$ cat config.mk
export PLATFORM = sky130hd
export DESIGN_NAME = first_fit_block_allocator
export DESIGN_NICKNAME = d
export VERILOG_FILES = /design/src/rtl/ffba_pkg.sv /design/src/rtl/ffba_ram.sv /design/src/rtl/ffba_alu.sv /design/src/rtl/first_fit_block_allocator.sv
export SDC_FILE = /design/constraint.sdc
export NUM_CORES = 2
export LEC_CHECK = 0
export BUFFER_PORTS_ARGS = -buffer_cell sky130_fd_sc_hd__buf_2
export CAP_MARGIN = 20
export CORE_MARGIN = 3
export CORE_UTILIZATION = 30
export CTS_BUF_LIST = sky130_fd_sc_hd__clkbuf_8
export DETAILED_ROUTE_END_ITERATION = 6
export SYNTH_ARGS = -nofsm -noshare
export SYNTH_HDL_FRONTEND = slang
export SYNTH_SLANG_ARGS = --single-unit
$ cat constraint.sdc
create_clock -name clk -period 8.1 [get_ports clk]
set_input_delay 0 -clock clk [delete_from_list [all_inputs] [get_ports clk]]
set_output_delay 0 -clock clk [all_outputs]
set_load 0.005 [all_outputs]
$ cat src/rtl/ffba_pkg.sv
`timescale 1ns / 1ps
`default_nettype none
package ffba_pkg;

    localparam int NUM_BLOCKS_DEF  = 16;
    localparam int NUM_THREADS_DEF = 4;
    localparam int HEAP_W          = 17;
    localparam int OFF_W           = 16;
    localparam int ALU_W           = 18;
    localparam logic [HEAP_W-1:0] HEAP_RESET = 17'd4096;
    localparam logic [HEAP_W-1:0] HEAP_MAX   = 17'd65536;

    typedef enum logic [1:0] {
        OP_INIT  = 2'd0,
        OP_ALLOC = 2'd1,
        OP_FREE  = 2'd2,
        OP_BAD   = 2'd3
    } op_t;

    typedef enum logic [1:0] {
        ST_OK       = 2'd0,
        ST_NO_FIT   = 2'd1,
        ST_NOT_FOUND = 2'd2,
        ST_BAD_REQ  = 2'd3
    } status_t;

    typedef struct packed {
        logic [1:0]        operation;
        logic [1:0]        thread;
        logic [HEAP_W-1:0] request_size;
        logic [OFF_W-1:0]  block_address;
    } cmd_t;

    typedef struct packed {
        logic [1:0]        status;
        logic [OFF_W-1:0]  address;
        logic [HEAP_W-1:0] granted_size;
    } res_t;

    typedef struct packed {
        logic [ALU_W-1:0] sum;
        logic [ALU_W-1:0] diff;
        logic             ge;
        logic             eq;
    } alu_out_t;

endpackage
`default_nettype wire

$ cat src/rtl/ffba_ram.sv
`timescale 1ns / 1ps
`default_nettype none
module ffba_ram #(
    parameter int WIDTH = 8,
    parameter int DEPTH = 16
) (
    input  wire logic                     clk,
    input  wire logic                     we,
    input  wire logic [(DEPTH > 1 ? $clog2(DEPTH) : 1)-1:0] addr,
    input  wire logic [WIDTH-1:0]         wdata,
    output logic      [WIDTH-1:0]         rdata
);
    logic [WIDTH-1:0] mem [DEPTH];

    always_ff @(posedge clk)
    begin
        if (we)
        begin
            mem[addr] <= wdata;
        end
        rdata <= mem[addr];
    end
endmodule
`default_nettype wire

$ cat src/rtl/ffba_alu.sv
`timescale 1ns / 1ps
`default_nettype none
module ffba_alu import ffba_pkg::*; (
    input  wire logic [ALU_W-1:0] a,
    input  wire logic [ALU_W-1:0] b,
    output alu_out_t              y
);
    always_comb
    begin
        y.sum  = a + b;
        y.diff = a - b;
        y.ge   = (a >= b);
        y.eq   = (a == b);
    end
endmodule
`default_nettype wire

$ cat src/rtl/first_fit_block_allocator.sv
`timescale 1ns / 1ps
`default_nettype none
// First-fit heap allocator with one descriptor table per thread. A command is
// taken when start is high and busy is low; its single result appears on
// result with done high for exactly one cycle and must be captured then, the
// block cannot be held off. Init and rejected commands finish straight from
// idle. Allocate and free scan the thread's descriptor table through one
// memory port, one descriptor per cycle, followed by update states that
// write the chosen descriptor and fix neighbour links. A single shared
// add/compare unit does the size and offset arithmetic of the scan and
// update states. The heap size register is written through cfg_we/cfg_wdata.
module first_fit_block_allocator import ffba_pkg::*; #(
    parameter int NUM_BLOCKS  = NUM_BLOCKS_DEF,
    parameter int NUM_THREADS = NUM_THREADS_DEF
) (
    input  wire logic              clk,
    input  wire logic              rst_n,
    input  wire logic              start,
    input  wire cmd_t              cmd,
    output logic                   busy,
    output logic                   done,
    output res_t                   result,
    input  wire logic              cfg_we,
    input  wire logic [HEAP_W-1:0] cfg_wdata
);
    localparam int DEPTH  = NUM_BLOCKS * NUM_THREADS;
    localparam int ADDR_W = DEPTH > 1 ? $clog2(DEPTH) : 1;
    localparam int IDX_W  = NUM_BLOCKS > 1 ? $clog2(NUM_BLOCKS) : 1;
    localparam int TH_W   = NUM_THREADS > 1 ? $clog2(NUM_THREADS) : 1;
    localparam int LINK_W = IDX_W + 1;
    localparam int ENT_W  = OFF_W + HEAP_W + 2 * LINK_W;
    localparam logic [LINK_W-1:0] LINK_NONE = '1;

    typedef enum logic [11:0] {
        S_IDLE   = 12'b000000000001,
        S_SCAN   = 12'b000000000010,
        S_DECIDE = 12'b000000000100,
        S_WSPARE = 12'b000000001000,
        S_RDFIX  = 12'b000000010000,
        S_FIX    = 12'b000000100000,
        S_WPICK  = 12'b000001000000,
        S_CHKN   = 12'b000010000000,
        S_MRGN   = 12'b000100000000,
        S_CHKP   = 12'b001000000000,
        S_MRGP   = 12'b010000000000,
        S_WKEEP  = 12'b100000000000
    } state_t;

    state_t              state_reg, state_next, fix_ret_reg, fix_ret_next;
    logic                alloc_reg, alloc_next;
    logic [TH_W-1:0]     t_reg, t_next;
    logic [ALU_W-1:0]    need_reg, need_next;
    logic [OFF_W-1:0]    where_reg, where_next;
    logic [IDX_W:0]      cnt_reg, cnt_next;
    logic                chk_reg, chk_next;
    logic [IDX_W-1:0]    sidx_reg, sidx_next;
    logic                found_reg, found_next;
    logic                sparef_reg, sparef_next;
    logic [IDX_W-1:0]    spare_reg, spare_next;
    logic [IDX_W-1:0]    k_idx_reg, k_idx_next;
    logic [OFF_W-1:0]    k_off_reg, k_off_next;
    logic [HEAP_W-1:0]   k_size_reg, k_size_next;
    logic [LINK_W-1:0]   k_prev_reg, k_prev_next;
    logic [LINK_W-1:0]   k_next_reg, k_next_next;
    logic [HEAP_W-1:0]   rem_reg, rem_next;
    logic [IDX_W-1:0]    fix_tgt_reg, fix_tgt_next;
    logic [LINK_W-1:0]   fix_link_reg, fix_link_next;
    logic [DEPTH-1:0]    act_reg, act_next;
    logic [DEPTH-1:0]    used_reg, used_next;
    logic [HEAP_W-1:0]   heap_reg, heap_next;
    logic                done_reg, done_next;
    res_t                res_reg, res_next;

    logic                ram_we;
    logic [ADDR_W-1:0]   ram_addr;
    logic [ENT_W-1:0]    ram_wdata, ram_rdata;
    logic [OFF_W-1:0]    rd_off;
    logic [HEAP_W-1:0]   rd_size;
    logic [LINK_W-1:0]   rd_prev, rd_next;
    logic [ALU_W-1:0]    alu_a, alu_b;
    alu_out_t            alu_y;

    function automatic logic [ADDR_W-1:0] ent_addr(input int th, input int ix);
        return ADDR_W'(th * NUM_BLOCKS + ix);
    endfunction

    function automatic logic link_ok(input logic [LINK_W-1:0] l);
        return l < LINK_W'(NUM_BLOCKS);
    endfunction

    ffba_ram #(.WIDTH(ENT_W), .DEPTH(DEPTH)) u_ram (
        .clk   (clk),
        .we    (ram_we),
        .addr  (ram_addr),
        .wdata (ram_wdata),
        .rdata (ram_rdata)
    );

    ffba_alu u_alu (
        .a (alu_a),
        .b (alu_b),
        .y (alu_y)
    );

    assign {rd_off, rd_size, rd_prev, rd_next} = ram_rdata;
    assign busy   = (state_reg != S_IDLE);
    assign done   = done_reg;
    assign result = res_reg;

    always_comb
    begin
        logic a_act;
        logic a_used;
        logic [IDX_W-1:0] lidx;
        state_next    = state_reg;
        fix_ret_next  = fix_ret_reg;
        alloc_next    = alloc_reg;
        t_next        = t_reg;
        need_next     = need_reg;
        where_next    = where_reg;
        cnt_next      = cnt_reg;
        chk_next      = chk_reg;
        sidx_next     = sidx_reg;
        found_next    = found_reg;
        sparef_next   = sparef_reg;
        spare_next    = spare_reg;
        k_idx_next    = k_idx_reg;
        k_off_next    = k_off_reg;
        k_size_next   = k_size_reg;
        k_prev_next   = k_prev_reg;
        k_next_next   = k_next_reg;
        rem_next      = rem_reg;
        fix_tgt_next  = fix_tgt_reg;
        fix_link_next = fix_link_reg;
        act_next      = act_reg;
        used_next     = used_reg;
        heap_next     = cfg_we ? cfg_wdata : heap_reg;
        done_next     = 1'b0;
        res_next      = res_reg;
        ram_we        = 1'b0;
        ram_addr      = '0;
        ram_wdata     = '0;
        alu_a         = '0;
        alu_b         = '0;
        a_act         = 1'b0;
        a_used        = 1'b0;
        lidx          = '0;

        case (state_reg)
            S_IDLE:
            begin
                if (start)
                begin
                    t_next     = TH_W'(cmd.thread);
                    need_next  = (ALU_W'(cmd.request_size) + ALU_W'(7)) & ~ALU_W'(7);
                    where_next = cmd.block_address;
                    alloc_next = (cmd.operation == OP_ALLOC);
                    cnt_next   = '0;
                    chk_next   = 1'b0;
                    found_next = 1'b0;
                    sparef_next = 1'b0;
                    res_next   = '{status: ST_BAD_REQ, address: '0, granted_size: '0};
                    if (int'(cmd.thread) >= NUM_THREADS)
                    begin
                        done_next = 1'b1;
                    end
                    else
                    begin
                        case (op_t'(cmd.operation))
                            OP_INIT:
                            begin
                                done_next = 1'b1;
                                if (heap_reg != '0)
                                begin
                                    ram_we    = 1'b1;
                                    ram_addr  = ent_addr(int'(cmd.thread), 0);
                                    ram_wdata = {OFF_W'(0),
                                                 (heap_reg > HEAP_MAX) ? HEAP_MAX : heap_reg,
                                                 LINK_NONE, LINK_NONE};
                                    for (int j = 0; j < NUM_BLOCKS; j++)
                                    begin
                                        act_next[ent_addr(int'(cmd.thread), j)]  = 1'b0;
                                        used_next[ent_addr(int'(cmd.thread), j)] = 1'b0;
                                    end
                                    act_next[ent_addr(int'(cmd.thread), 0)] = 1'b1;
                                    res_next.status = ST_OK;
                                end
                            end
                            OP_ALLOC:
                            begin
                                if (cmd.request_size == '0)
                                begin
                                    done_next = 1'b1;
                                end
                                else
                                begin
                                    state_next = S_SCAN;
                                end
                            end
                            OP_FREE:
                            begin
                                state_next = S_SCAN;
                            end
                            default:
                            begin
                                done_next = 1'b1;
                            end
                        endcase
                    end
                end
            end

            S_SCAN:
            begin
                // read issued for cnt, data checked in the next cycle for sidx
                if (cnt_reg < (IDX_W + 1)'(NUM_BLOCKS))
                begin
                    ram_addr  = ent_addr(int'(t_reg), int'(cnt_reg[IDX_W-1:0]));
                    cnt_next  = cnt_reg + 1'b1;
                    chk_next  = 1'b1;
                    sidx_next = cnt_reg[IDX_W-1:0];
                end
                else
                begin
                    chk_next = 1'b0;
                end
                if (chk_reg)
                begin
                    a_act  = act_reg[ent_addr(int'(t_reg), int'(sidx_reg))];
                    a_used = used_reg[ent_addr(int'(t_reg), int'(sidx_reg))];
                    alu_a  = alloc_reg ? ALU_W'(rd_size) : ALU_W'(rd_off);
                    alu_b  = alloc_reg ? need_reg : ALU_W'(where_reg);
                    if (!found_reg && a_act && (alloc_reg ? (!a_used && alu_y.ge)
                                                          : (a_used && alu_y.eq)))
                    begin
                        found_next  = 1'b1;
                        k_idx_next  = sidx_reg;
                        k_off_next  = rd_off;
                        k_size_next = rd_size;
                        k_prev_next = rd_prev;
                        k_next_next = rd_next;
                    end
                    if (alloc_reg && !sparef_reg && !a_act)
                    begin
                        sparef_next = 1'b1;
                        spare_next  = sidx_reg;
                    end
                    if (sidx_reg == IDX_W'(NUM_BLOCKS - 1))
                    begin
                        if (alloc_reg)
                        begin
                            state_next = S_DECIDE;
                        end
                        else if (found_next)
                        begin
                            state_next = S_CHKN;
                        end
                        else
                        begin
                            state_next = S_IDLE;
                            done_next  = 1'b1;
                            res_next   = '{status: ST_NOT_FOUND, address: '0,
                                           granted_size: '0};
                        end
                    end
                end
            end

            S_DECIDE:
            begin
                alu_a = ALU_W'(k_size_reg);
                alu_b = need_reg;
                if (!found_reg)
                begin
                    state_next = S_IDLE;
                    done_next  = 1'b1;
                    res_next   = '{status: ST_NO_FIT, address: '0, granted_size: '0};
                end
                else if (alu_y.ge && !alu_y.eq && sparef_reg)
                begin
                    rem_next    = alu_y.diff[HEAP_W-1:0];
                    k_size_next = need_reg[HEAP_W-1:0];
                    state_next  = S_WSPARE;
                end
                else
                begin
                    state_next = S_WPICK;
                end
            end

            S_WSPARE:
            begin
                alu_a     = ALU_W'(k_off_reg);
                alu_b     = need_reg;
                ram_we    = 1'b1;
                ram_addr  = ent_addr(int'(t_reg), int'(spare_reg));
                ram_wdata = {alu_y.sum[OFF_W-1:0], rem_reg, {1'b0, k_idx_reg}, k_next_reg};
                act_next[ent_addr(int'(t_reg), int'(spare_reg))]  = 1'b1;
                used_next[ent_addr(int'(t_reg), int'(spare_reg))] = 1'b0;
                k_next_next = {1'b0, spare_reg};
                if (link_ok(k_next_reg))
                begin
                    fix_tgt_next  = k_next_reg[IDX_W-1:0];
                    fix_link_next = {1'b0, spare_reg};
                    fix_ret_next  = S_WPICK;
                    state_next    = S_RDFIX;
                end
                else
                begin
                    state_next = S_WPICK;
                end
            end

            S_RDFIX:
            begin
                ram_addr   = ent_addr(int'(t_reg), int'(fix_tgt_reg));
                state_next = S_FIX;
            end

            S_FIX:
            begin
                // rewrite the neighbor's back link only
                ram_we     = 1'b1;
                ram_addr   = ent_addr(int'(t_reg), int'(fix_tgt_reg));
                ram_wdata  = {rd_off, rd_size, fix_link_reg, rd_next};
                state_next = fix_ret_reg;
            end

            S_WPICK:
            begin
                ram_we    = 1'b1;
                ram_addr  = ent_addr(int'(t_reg), int'(k_idx_reg));
                ram_wdata = {k_off_reg, k_size_reg, k_prev_reg, k_next_reg};
                used_next[ent_addr(int'(t_reg), int'(k_idx_reg))] = 1'b1;
                state_next = S_IDLE;
                done_next  = 1'b1;
                res_next   = '{status: ST_OK, address: k_off_reg, granted_size: k_size_reg};
            end

            S_CHKN:
            begin
                lidx   = k_next_reg[IDX_W-1:0];
                a_act  = act_reg[ent_addr(int'(t_reg), int'(lidx))];
                a_used = used_reg[ent_addr(int'(t_reg), int'(lidx))];
                if (link_ok(k_next_reg) && a_act && !a_used)
                begin
                    ram_addr   = ent_addr(int'(t_reg), int'(lidx));
                    state_next = S_MRGN;
                end
                else
                begin
                    state_next = S_CHKP;
                end
            end

            S_MRGN:
            begin
                lidx        = k_next_reg[IDX_W-1:0];
                alu_a       = ALU_W'(k_size_reg);
                alu_b       = ALU_W'(rd_size);
                k_size_next = alu_y.sum[HEAP_W-1:0];
                k_next_next = rd_next;
                act_next[ent_addr(int'(t_reg), int'(lidx))]  = 1'b0;
                used_next[ent_addr(int'(t_reg), int'(lidx))] = 1'b0;
                if (link_ok(rd_next))
                begin
                    fix_tgt_next  = rd_next[IDX_W-1:0];
                    fix_link_next = {1'b0, k_idx_reg};
                    fix_ret_next  = S_CHKP;
                    state_next    = S_RDFIX;
                end
                else
                begin
                    state_next = S_CHKP;
                end
            end

            S_CHKP:
            begin
                lidx   = k_prev_reg[IDX_W-1:0];
                a_act  = act_reg[ent_addr(int'(t_reg), int'(lidx))];
                a_used = used_reg[ent_addr(int'(t_reg), int'(lidx))];
                if (link_ok(k_prev_reg) && a_act && !a_used)
                begin
                    ram_addr   = ent_addr(int'(t_reg), int'(lidx));
                    state_next = S_MRGP;
                end
                else
                begin
                    state_next = S_WKEEP;
                end
            end

            S_MRGP:
            begin
                // left neighbor becomes the surviving descriptor
                alu_a       = ALU_W'(rd_size);
                alu_b       = ALU_W'(k_size_reg);
                k_size_next = alu_y.sum[HEAP_W-1:0];
                k_off_next  = rd_off;
                k_prev_next = rd_prev;
                k_idx_next  = k_prev_reg[IDX_W-1:0];
                act_next[ent_addr(int'(t_reg), int'(k_idx_reg))]  = 1'b0;
                used_next[ent_addr(int'(t_reg), int'(k_idx_reg))] = 1'b0;
                if (link_ok(k_next_reg))
                begin
                    fix_tgt_next  = k_next_reg[IDX_W-1:0];
                    fix_link_next = k_prev_reg;
                    fix_ret_next  = S_WKEEP;
                    state_next    = S_RDFIX;
                end
                else
                begin
                    state_next = S_WKEEP;
                end
            end

            S_WKEEP:
            begin
                ram_we    = 1'b1;
                ram_addr  = ent_addr(int'(t_reg), int'(k_idx_reg));
                ram_wdata = {k_off_reg, k_size_reg, k_prev_reg, k_next_reg};
                used_next[ent_addr(int'(t_reg), int'(k_idx_reg))] = 1'b0;
                state_next = S_IDLE;
                done_next  = 1'b1;
                res_next   = '{status: ST_OK, address: '0, granted_size: '0};
            end

            default:
            begin
                state_next = S_IDLE;
            end
        endcase
    end

    always_ff @(posedge clk or negedge rst_n)
    begin
        if (!rst_n)
        begin
            state_reg   <= S_IDLE;
            fix_ret_reg <= S_IDLE;
            cnt_reg     <= '0;
            chk_reg     <= 1'b0;
            found_reg   <= 1'b0;
            sparef_reg  <= 1'b0;
            act_reg     <= '0;
            used_reg    <= '0;
            heap_reg    <= HEAP_RESET;
            done_reg    <= 1'b0;
        end
        else
        begin
            state_reg   <= state_next;
            fix_ret_reg <= fix_ret_next;
            cnt_reg     <= cnt_next;
            chk_reg     <= chk_next;
            found_reg   <= found_next;
            sparef_reg  <= sparef_next;
            act_reg     <= act_next;
            used_reg    <= used_next;
            heap_reg    <= heap_next;
            done_reg    <= done_next;
        end
    end

    always_ff @(posedge clk)
    begin
        alloc_reg    <= alloc_next;
        t_reg        <= t_next;
        need_reg     <= need_next;
        where_reg    <= where_next;
        sidx_reg     <= sidx_next;
        spare_reg    <= spare_next;
        k_idx_reg    <= k_idx_next;
        k_off_reg    <= k_off_next;
        k_size_reg   <= k_size_next;
        k_prev_reg   <= k_prev_next;
        k_next_reg   <= k_next_next;
        rem_reg      <= rem_next;
        fix_tgt_reg  <= fix_tgt_next;
        fix_link_reg <= fix_link_next;
        res_reg      <= res_next;
    end

    a_done_idle: assert property (@(posedge clk) disable iff (!rst_n)
        done |-> !busy)
        else $error("result strobe while busy");

    a_accept_progress: assert property (@(posedge clk) disable iff (!rst_n)
        (start && !busy) |=> (busy || done))
        else $error("accepted transaction dropped");

    a_fail_zero: assert property (@(posedge clk) disable iff (!rst_n)
        (done && result.status != ST_OK) |->
            (result.address == '0 && result.granted_size == '0))
        else $error("failed transaction carries nonzero payload");

endmodule
`default_nettype wire
==> results.json <==
{
  "yosysSeqAreaShare_pct": 70.7,
  "place_area_mm2": 0.140,
  "port_buffers": 94,
  "synthDistinctLibCells": 108,
  "pre_cts_slack_ns": 1.11,
  "start_kind": "register",
  "post-route-util_pct": 35.0,
  "htree_levels": 5,
  "first_pass_iters": 7,
  "layout_setup_ws_ns": 0.913,
  "grt_pass1_vias": 84100,
  "syn2layout_area_growth_pct": 15.8,
  "p_per_area_mw_per_mm2": 246,
  "synth_area_leaders": "edfxtp_1 (67%), mux2i_1 (5.5%), nand2_1 (5.3%), dfrtp_1 (3.2%), nand3_1 (2.7%)",
  "ys_top_cells_by_count": "edfxtp_1 (2902), nand2_1 (1842), mux2i_1 (717)",
  "violations": "DRC",
  "die_x_um": 665,
  "p_leak_nw": 53.6,
  "synth_compound_area_share_pct": 7.40,
  "final_cell_count_no_fill": 16100,
  "antenna_found_initial": 23,
  "syn_nets": 9533,
  "finalHoldViolCount": 0,
  "grt_usage_pct": 21.1,
  "finalMaxSlewViolations": 0,
  "sw_frac_of_total_pct": 29.4,
  "dieArea_mm2": 0.443,
  "critPathMaxStageDelay_ns": 0.61,
  "synth-edff-count": 2902,
  "place_congestion": 0.954,
  "path_cells": "nor3_1 -> nand4_1 -> nor2_1 -> and2_1 -> buf_4 -> a222oi_1 -> nand2_1 -> ha_1 -> a21o_1 -> a21oi_1 -> o21ai_0 -> a21oi_1 -> o21ai_0 -> a21oi_1 -> o221ai_1 -> a21oi_1 -> a221oi_1 -> o21ai_0 -> o21ai_0 -> a221oi_4 -> buf_4",
  "wl_per_cell_um": 30.2,
  "min_period_over_period_pct": 88.7,
  "synth-xor-area-share_pct": 0.275,
  "required_ns": 8.78,
  "tightest_slew_ns": 1.35,
  "vias": 91500,
  "synth.most_common_cell": "edfxtp_1",
  "cts_resized": 0,
  "p_clk_share_pct": 33.8,
  "cts.sinks": 3115,
  "place_inst": 15100,
  "core_mm2": 0.432,
  "worstPathMaxFanout": 35,
  "p_comb_share_pct": 15.1,
  "fin_crit_ns": 7.19,
  "start_util_pct": 30.2,
  "async_flop_share_pct": 5.46,
  "grt_pass1_wl_mm": 671,
  "yosysWarningCount": 0,
  "setup-violations-final": 0,
  "critPathArrivalTime_ns": 7.87,
  "largest_reg_flops": 2752,
  "clk_latency_ns": 1.10,
  "synthSimpleGateAreaFrac_pct": 11.4,
  "cp_top_family": "compound AO/OA/AOI/OAI gates",
  "postLayoutCellArea_mm2": 0.151,
  "ios": 95,
  "wirelength_mm": 487,
  "clock_path_buffers": 4,
  "clkTransAtPathRegs_ns": 0.07,
  "skew_ns": 0.106,
  "irDropWorstVdd_mv": 0.155,
  "post_drt_via_cell_ratio": 5.68,
  "synthCells": 9436,
  "p_sw_mw": 10.9,
  "tns_ns": 0,
  "whs_ns": 0.0886,
  "ant_nets": 0,
  "fin_nets": 10100,
  "dpl.hpwl_mm": 284,
  "ys.flop_type": "edfxtp_1",
  "grt_max_degree": 124,
  "synth.area.mux_share_pct": 7.22,
  "synthAdderAreaFrac_pct": 0.386,
  "syn_area_mm2": 0.130,
  "chipHeight_um": 665,
  "min_path_cells": 5,
  "hp-class": "primary input to register",
  "synth_top_area_share_pct": 66.8,
  "power.total_mw": 37.2,
  "layout-drive-gt1-share_pct": 14.2,
  "slew_headroom_pct": 9.77,
  "drc": 15,
  "slowest_stage": "dfrtp_1",
  "end_kind": "register",
  "dr.first_iter.drc_count": 15600,
  "ys_ff_latch": 3115,
  "synth_top_family_by_area": "simple AND/OR/NAND/NOR gates",
  "root_buffer": "clkbuf_8",
  "grt_overflow_total": 0,
  "cp_num_buf_inv": 2,
  "critical_path_class": "register to register",
  "status": "finished with violations",
  "cts_buffers": 486,
  "p_seq_share_pct": 51.0,
  "syn_area_per_cell_um2": 13.8,
  "yosysTopAreaCell": "edfxtp_1",
  "fmax_ghz": 0.139,
  "cp.depth": 21,
  "cap_violations": 0,
  "reg2regPathDepth": 21,
  "p_int_mw": 26.3,
  "rows": 241,
  "rsz0062_at_grt": "no",
  "cts_tree": "done"
}
==> path summary, 6_finish.rpt <==
check | endpoint | from | slack, ns
setup / recovery | result[29]$_DFFE_PP_ | state_reg[11]$_DFFE_PN0P_ | 0.91
hold / removal | need_reg[4]$_DFFE_PP_ | cmd[16] | 0.09
setup reg to reg | result[29]$_DFFE_PP_ | state_reg[11]$_DFFE_PN0P_ | 0.91
hold reg to reg | fix_ret_reg[0]$_DFFE_PN1P_ | fix_ret_reg[0]$_DFFE_PN1P_ | 0.50
max in group asynchronous | act_reg[4]$_DFFE_PN0P_ | rst_n | 6.96
min in group asynchronous | state_reg[0]$_DFFE_PN1P_ | rst_n | 0.10
==> per-layer routing <==
| layer | track usage [%] | vias up | wire, um |
|---|---|---|---|
| li1 | - | 37200 | - |
| met1 | 29.6 | 46200 | 191000 |
| met2 | 31.0 | 6865 | 208000 |
| met3 | 5.35 | 1239 | 65600 |
| met4 | 8.91 | 4 | 22600 |
| met5 | 0 | - | 33 |
==> cell type report <==
| class | count | area [um2] |
|---|---|---|
| Sequential cell | 3115 | 92300 |
| Timing Repair Buffer | 674 | 6490 |
| Clock buffer | 524 | 7210 |
| Tap cell | 5710 | 7140 |
| Inverter | 59 | 221 |
| Fill cell | 41500 | 281000 |
| Multi-Input combinational cell | 5652 | 35900 |
| Antenna cell | 11 | 27.5 |
| Clock inverter | 368 | 1820 |
==> worst register-to-register path: cells and delay by family (launching register included) <==
family,cells,cell delay [ns]
AOI/OAI and AO/OA,13,3.31
adders and majority gates,1,0.34
buffers and inverters,2,0.84
DFF,1,0.61
and+or+nand+nor,5,1.67
==> power groups by stage <==
stage	clock network [mW]	registers, mW	logic (mW)
2_1_floorplan	0	18.7	3.43
3_3_place_gp	0	19.3	5.38
3_5_place_dp	0	19.3	5.41
4_1_cts	12.7	18.9	5.49
5_1_grt	13.4	19.0	5.95
6_report	12.6	19.0	5.64
==> timing repair <==
| item | 4_1_cts | 5_1_grt |
|---|---|---|
| hold endpoints to repair | 290 | 0 |
| buffers inserted | 0 | 0 |
| hold buffers | 140 | 0 |
==> layout by cell type (no fill, tap or decap), types with 78 or more instances in the layout <==
cell type      count
nand4_1          132
mux2i_1          717
inv_1            261
nand3_1          691
a22oi_1           98
a21oi_1          221
dlygate4sd3_1    139
nand2_1         1818
clkinv_1          78
clkbuf_8         524
o21ai_0          210
a32oi_1          116
buf_12            96
edfxtp_1        2902
dfrtp_1          167
a31oi_1          149
nor2_1           299
buf_4            337
buf_2             93
==> cells by family (layout without fill, tap and decap cells) <==
group	count (synthesis)	in the layout
fa+ha+maj	39	39
xor+xnor	41	41
flops	3115	3115
mux	847	847
other cells	0	11
buf+inv	669	1625
compound gates	1341	1341
simple gates	3384	3384
Power figures use the tool's default switching activity.
